==> config.mk <==
export PLATFORM = sky130hd
export DESIGN_NAME = odq_cell
export DESIGN_NICKNAME = d
export VERILOG_FILES = /design/src/rtl/core/odq_pkg.sv /design/src/rtl/core/odq_cell.sv
export SDC_FILE = /design/constraint.sdc
export NUM_CORES = 1
export LEC_CHECK = 0
export BUFFER_PORTS_ARGS = -buffer_cell sky130_fd_sc_hd__clkbuf_2
export CAP_MARGIN = 40
export CORE_UTILIZATION = 48
export DETAILED_ROUTE_END_ITERATION = 7
export PLACE_DENSITY_LB_ADDON = 0.05
export SLEW_MARGIN = 30
export SYNTH_ARGS = -nofsm -noshare
export SYNTH_HDL_FRONTEND = slang
export SYNTH_SLANG_ARGS = --single-unit
==> constraint.sdc <==
create_clock -name clk_i -period 7.43 [get_ports clk_i]
set_clock_uncertainty 0.1 [all_clocks]
set_input_delay 0 -clock clk_i [delete_from_list [all_inputs] [get_ports clk_i]]
set_output_delay 0 -clock clk_i [all_outputs]
set_load 0.02 [all_outputs]
==> src/rtl/core/odq_pkg.sv <==
`default_nettype none
// ----------------------------------------------------------------------------
// odq_pkg
// Shared types and constants of the offset-indexed deque: request and
// response payloads, command and status codes, cell control.
// ----------------------------------------------------------------------------
package odq_pkg;

  localparam int DATA_W       = 32;
  localparam int IDX_W        = 16;
  localparam int CMD_W        = 3;
  localparam int FILL_W       = 7;
  localparam int STATUS_W     = 2;
  localparam int OCC_W        = 7;
  localparam int CAPACITY_DEF = 64;
  localparam int GROUP        = 8;

  typedef enum logic [CMD_W-1:0] {
    CMD_PUSH_BACK  = 3'd0,
    CMD_PUSH_FRONT = 3'd1,
    CMD_POP_BACK   = 3'd2,
    CMD_POP_FRONT  = 3'd3,
    CMD_READ       = 3'd4,
    CMD_WRITE      = 3'd5,
    CMD_FILL       = 3'd6
  } cmd_e;

  typedef enum logic [STATUS_W-1:0] {
    STAT_OK    = 2'd0,
    STAT_EMPTY = 2'd1,
    STAT_RANGE = 2'd2,
    STAT_FULL  = 2'd3
  } status_e;

  typedef enum logic [2:0] {
    CELL_HOLD,
    CELL_SHIFT_UP,
    CELL_SHIFT_DOWN,
    CELL_WRITE,
    CELL_FILL
  } cell_op_e;

  typedef enum logic [1:0] {
    FSM_IDLE,
    FSM_GROUP,
    FSM_MERGE
  } fsm_e;

  typedef struct packed {
    cell_op_e op;
    logic     tap;
  } cell_ctrl_t;

  typedef struct packed {
    logic        [CMD_W-1:0]  command;
    logic signed [DATA_W-1:0] value;
    logic signed [IDX_W-1:0]  index;
    logic        [FILL_W-1:0] fill_count;
  } req_t;

  typedef struct packed {
    logic signed [DATA_W-1:0]   data;
    logic        [STATUS_W-1:0] status;
    logic        [OCC_W-1:0]    occupancy;
  } rsp_t;

endpackage
`default_nettype wire

==> src/rtl/core/odq_cell.sv <==
`default_nettype none
// ----------------------------------------------------------------------------
// odq_cell
// One element slot of the deque chain. Holds the word at logical position
// POS, shifts toward either neighbor, takes writes and fills, and drives a
// registered tap when it is the read target.
// ----------------------------------------------------------------------------
module odq_cell #(
  parameter int CW  = 7,
  parameter int POS = 0
) (
  input  wire                             clk_i,
  input  wire odq_pkg::cell_ctrl_t        ctrl_i,
  input  wire  [CW-1:0]                   target_i,
  input  wire  [odq_pkg::DATA_W-1:0]      value_i,
  input  wire  [odq_pkg::DATA_W-1:0]      lower_i,
  input  wire  [odq_pkg::DATA_W-1:0]      upper_i,
  output logic [odq_pkg::DATA_W-1:0]      data_o,
  output logic [odq_pkg::DATA_W-1:0]      tap_o
);
  import odq_pkg::*;

  localparam logic [CW-1:0] POS_C = CW'(POS);

  logic [DATA_W-1:0] data_d, data_q;
  logic [DATA_W-1:0] tap_d, tap_q;
  logic              hit;

  assign hit = (target_i == POS_C);

  always_comb begin
    data_d = data_q;
    case (ctrl_i.op)
      CELL_SHIFT_UP:   data_d = lower_i;
      CELL_SHIFT_DOWN: data_d = upper_i;
      CELL_WRITE: begin
        if (hit) data_d = value_i;
      end
      CELL_FILL: begin
        if (POS_C < target_i) data_d = value_i;
      end
      default: data_d = data_q;
    endcase
  end

  assign tap_d = (ctrl_i.tap && hit) ? data_q : '0;

  always_ff @(posedge clk_i) begin
    data_q <= data_d;
    tap_q  <= tap_d;
  end

  assign data_o = data_q;
  assign tap_o  = tap_q;

endmodule
`default_nettype wire

## Word-level counts from Yosys, hierarchy flattened

Index checks and enable logic that the tools add are counted.

| word-level totals | value |
|---|---|
| bits of input ports | 108 |
| word-level logic and storage cells | 16 |
| flip-flop bits (word level) | 64 |
| output and inout port bits | 64 |

| cells by class | value |
|---|---|
| muxes and demuxes | 3 |
| magnitude comparators | 1 |
| equality and inequality tests | 6 |
| reduce and logical (&&, ||, !) cells | 4 |

Operators by type and width:

| operator | count |
|---|---|
| 32-bit case mux with 4 select lines | 1 |
| 32-bit two-way mux | 2 |
| 7-bit zero test | 1 |
| 1-bit by 7-bit < comparator with 1-bit output (first input constant) | 1 |
| 3-bit by 2-bit == test with 1-bit output (second input constant) | 2 |
| 2-bit inequality test (second input constant) | 2 |
| 4-bit nonzero test | 1 |
| 3-bit by 1-bit == test with 1-bit output (second input constant) | 1 |
| 3-bit == test (second input constant) | 1 |
| 3-bit AND reduction | 1 |
| 1-bit logical AND | 1 |

## Depth between registers and ports, before layout

| logic depth | value |
|---|---|
| word-level depth | 3 |
| mapped depth | 6 |
| mapped depth without buffers | 3 |

## Worst setup path before layout

No wires, ideal clock.

| path | value |
|---|---|
| path type | input port to flip-flop |
| start | in ctrl_i[2] (netlist name) |
| end | reg data_q[0] (netlist: data_o[0]), enable pin |
| setup slack | 3915 ps |
| library setup time | 470 ps |
| required time | 6860 ps |
| stages | 6 |
| data arrival time | 2945 ps |
| path buffers | 3 |
| cells stage by stage | buf_6 buf_6 buf_2 nand2_1 a21oi_1 o31ai_1 |

| between the ends | value |
|---|---|
| cells in the longest elaborated chain, start to end | 3 |
| elaborated cells on any way between the ends | 8 |
| classes of those cells | eq/ne (6); reduce/logical (2) |

RTL lines:

| what | RTL line | text |
|---|---|---|
| start: declaration | odq_cell.sv:13 | `input wire odq_pkg::cell_ctrl_t ctrl_i,` |
| 3-bit == test (tied with other cells) | odq_cell.sv:33 | `case (ctrl_i.op)` |
| 4-bit nonzero test (no source line) or 2-bit inequality test (tied branches) | n/a |  |
| 3-bit AND reduction (no source line) * | n/a |  |
| end signal: assignment | odq_cell.sv:49 | `data_q <= data_d;` |
| end: declaration | odq_cell.sv:25 | `logic [DATA_W-1:0] data_d, data_q;` |

Mark *: on every way between the ends. The rest lies on a longest branch, timed or not.
A chain may end at the register's enable or synchronous reset.

## Final worst setup path

| path | value |
|---|---|
| start | in ctrl_i[2] (netlist name) |
| end | reg data_q[25] (netlist: data_o[25]) (data pin) |

| between the ends | value |
|---|---|
| cells in the longest elaborated chain, start to end | 2 |
| elaborated cells on any way between the ends | 5 |
| classes of those cells | eq/ne (4); mux (1) |

RTL lines:

| what | RTL line |
|---|---|
| 3-bit == test (tied with other cells) | odq_cell.sv:33 |
| 32-bit case mux with 4 select lines * | odq_cell.sv:33 |
| net data_d[25] | odq_cell.sv:25 |

The timed path passes the listed nets; every way through them passes the cells marked *.

==> results.toml <==
[final_layout]
fill_cells = 497
instances_no_fill = 623
fin_nets = 649
area_growth_pct = 50.5
diodes = 0
drive_above_1_share_pct = 38.3

[synth]
yosysWarnings = 0
syn_nets = 439
ys_seq_elements = 64
synth.avg_cell_area_um2 = 9.64
synth_top_area_share_pct = 30.1
synth-xor-area-share_pct = 0.510
ys_types = 22
synth_largest_area_cell = "edfxtp_1"
synthSimpleGateAreaFrac_pct = 19.6
syn_inst = 331
synth_area_leaders = "edfxtp_1 30%, dfxtp_1 20%, nor2_1 11%, a211o_1 9.1%, o221ai_1 8.8%"
synthMuxAreaShare_pct = 0
synthAdderAreaFrac_pct = 0
netlist_area_mm2 = 0.00319
ys_seq_area_share_pct = 50.2
synth_compound_area_share_pct = 23.2
synth_top_family_by_area = "compound AO/OA/AOI/OAI gates"

[routing]
antenna_left = 0
via_per_inst = 5.47
drt_iter0_drc = 236
remaining_drc_errors = 0
wire_per_inst_um = 15.3
firstDrtPassIters = 5
routed_wl_um = 9550
via_count = 3406

[die]
io_pins = 172
dieHeight_um = 83.5
rows = 29
fp.dieW_um = 83.5
core_mm2 = 0.00639
initial_core_util_pct = 50.0
die_area_mm2 = 0.00698

[global_routing]
grt_max_degree = 70
grt_pass1_wl_um = 15200
grt.total_usage_pct = 27.7
global_route.overflow_total = 0
grt_pass1_vias = 3221
antenna_found_initial = 0

[timing]
slew_violations = 0
clock.fmax_mhz = 430
worst_pin_slew_ns = 0.721
setup_violations = 0
timing.hold.ws_ns = 0.0178
tns_ns = 0
rsz0062_at_grt = "false"
post-route-period-util_pct = 31.3
hold_violations = 0
min_period_ns = 2.32
slew_headroom_pct = 51.9

[worst_setup_path]
worst-path-max-fanout = 69
crit_type = "in -> reg"
worstSetupEndpointType = "flip-flop"
crit_path_start_kind = "input port"
arrival_ns = 2.31
required_ns = 7.41

[placement]
port_buffers = 171
hpwl_um = 6040
placed_cells = 554
place_congestion = 0.751

[clock_network]
cts_max_level = 3
worstSkewPairLatency_ns = 0.33
cts_tree = "yes"
cts.sinks = 64
tritoncts.num_buffers = 9
cts.clk_slew.worst_paths_ns = 0.08
cts_resized = 0
cts_setup_buffers = 0
clk_path_buf_depth = 2
root_buffer = "clkbuf_8"
cts_hold_buf = 53

[run_status]
status = "complete, no violations"

[pwr]
p_per_area_mw_per_mm2 = 195
ir_drop_mv = 0.138
p_leak_uw = 0.00225

[job]
max_cap_viol_count = 0

[min_path]
hp-class = "in -> reg"
-- where the power goes --
| group | leakage (uW) | switching (uW) | internal [uW] | total, uW |
|---|---|---|---|---|
| clock | 0.000103 | 145 | 165 | 310 |
| combinational | 0.00158 | 114 | 98.2 | 212 |
| sequential | 0.000561 | 13.5 | 402 | 415 |
| total | 0.00225 | 272 | 665 | 938 |
-- kinds of logic after synthesis --
logic type | count (synthesis)
AND/OR/NAND/NOR | 135
XOR/XNOR | 1
AO/OA/AOI/OAI | 99
buffers and inverters | 32
flip-flops | 64
-- flip-flops by register name (all words and copies together), names as in the netlist --
signal  count
tap_o      32
data_o     32
-- synthesized netlist by cell type (all sizes together) --
| cell type | count |
|---|---|
| buf | 26 |
| dfxtp | 32 |
| a21oi | 33 |
| o31ai | 1 |
| o221ai | 32 |
| a211o | 33 |
| nor2 | 97 |
| and3 | 1 |
| clkbuf | 5 |
| and2 | 32 |
| xor2 | 1 |
| nor4 | 1 |
| edfxtp | 32 |
| nor3 | 1 |
| nand2b | 2 |
| inv | 1 |
| nand2 | 1 |
-- cells in the final DEF (no fill, tap or decap), drive strengths merged --
cell type and instances:
nand2 1, nand2b 2, xor2 1, dlygate4sd3 53, buf 6, dfxtp 32
and2 32, a21oi 33, nor2 97, and3 1, nor3 1, edfxtp 32
inv 3, clkinv 2, o221ai 32, o31ai 1, nor4 1, clkbuf 181
bufinv 1, a211o 33, clkinvlp 1
-- metal layers --
layer | up-vias | share of wire, % | GRT usage (%)
met5 | - | 0 | 0
met4 | 0 | 3.0 | 14.6
met3 | 26 | 8.3 | 5.44
met2 | 199 | 49 | 46.2
met1 | 1553 | 39 | 34.0
li1 | 1628 | - | -
-- stage by stage --
stage | setup slack [ns] | instance area [um2] | total power, uW | util, %
6_report | 5.11 | 4800 | 938 | 75.2
5_1_grt | 4.97 | 4800 | 973 | 75.2
4_1_cts | 5.20 | 4800 | 939 | 75.2
3_5_place_dp | 5.13 | 4070 | 600 | 63.7
3_3_place_gp | 5.19 | 3990 | 591 | 62.4
2_1_floorplan | 3.92 | 3190 | 523 | -
-- path summary, 6_finish.rpt --
path | start | end | slack [ns] | depth (start not counted)
worst max-delay path | ctrl_i[2] | data_o[25] | 5.11 | 6
worst min-delay path | upper_i[22] | data_o[22] | 0.02 | 3
worst max register to register | data_o[0] | tap_o[0] | 6.61 | 1
worst min register to register | data_o[2] | tap_o[2] | 0.37 | 1
-- worst max-delay path, cell delays in order --
cell and delay [ns]:
clkbuf_2 0.07, buf_4 0.57, nand2b_2 0.60, o221ai_1 0.36, a21oi_1 0.11, dlygate4sd3_1 0.58
-- area by class of cell --
| type | count | area (um2) | area share (%) |
|---|---|---|---|
| inverters | 1 | 3.75 | 0.0781 |
| clock inverters | 6 | 66.3 | 1.38 |
| multi-input cells | 235 | 1410 | 29.3 |
| well taps | 77 | 96.3 | 2.01 |
| flip-flops and latches | 64 | 1600 | 33.3 |
| clock buffers | 10 | 138 | 2.86 |
| repair buffers | 230 | 1490 | 31.0 |
Note: power is estimated with default switching activity, not from simulation.
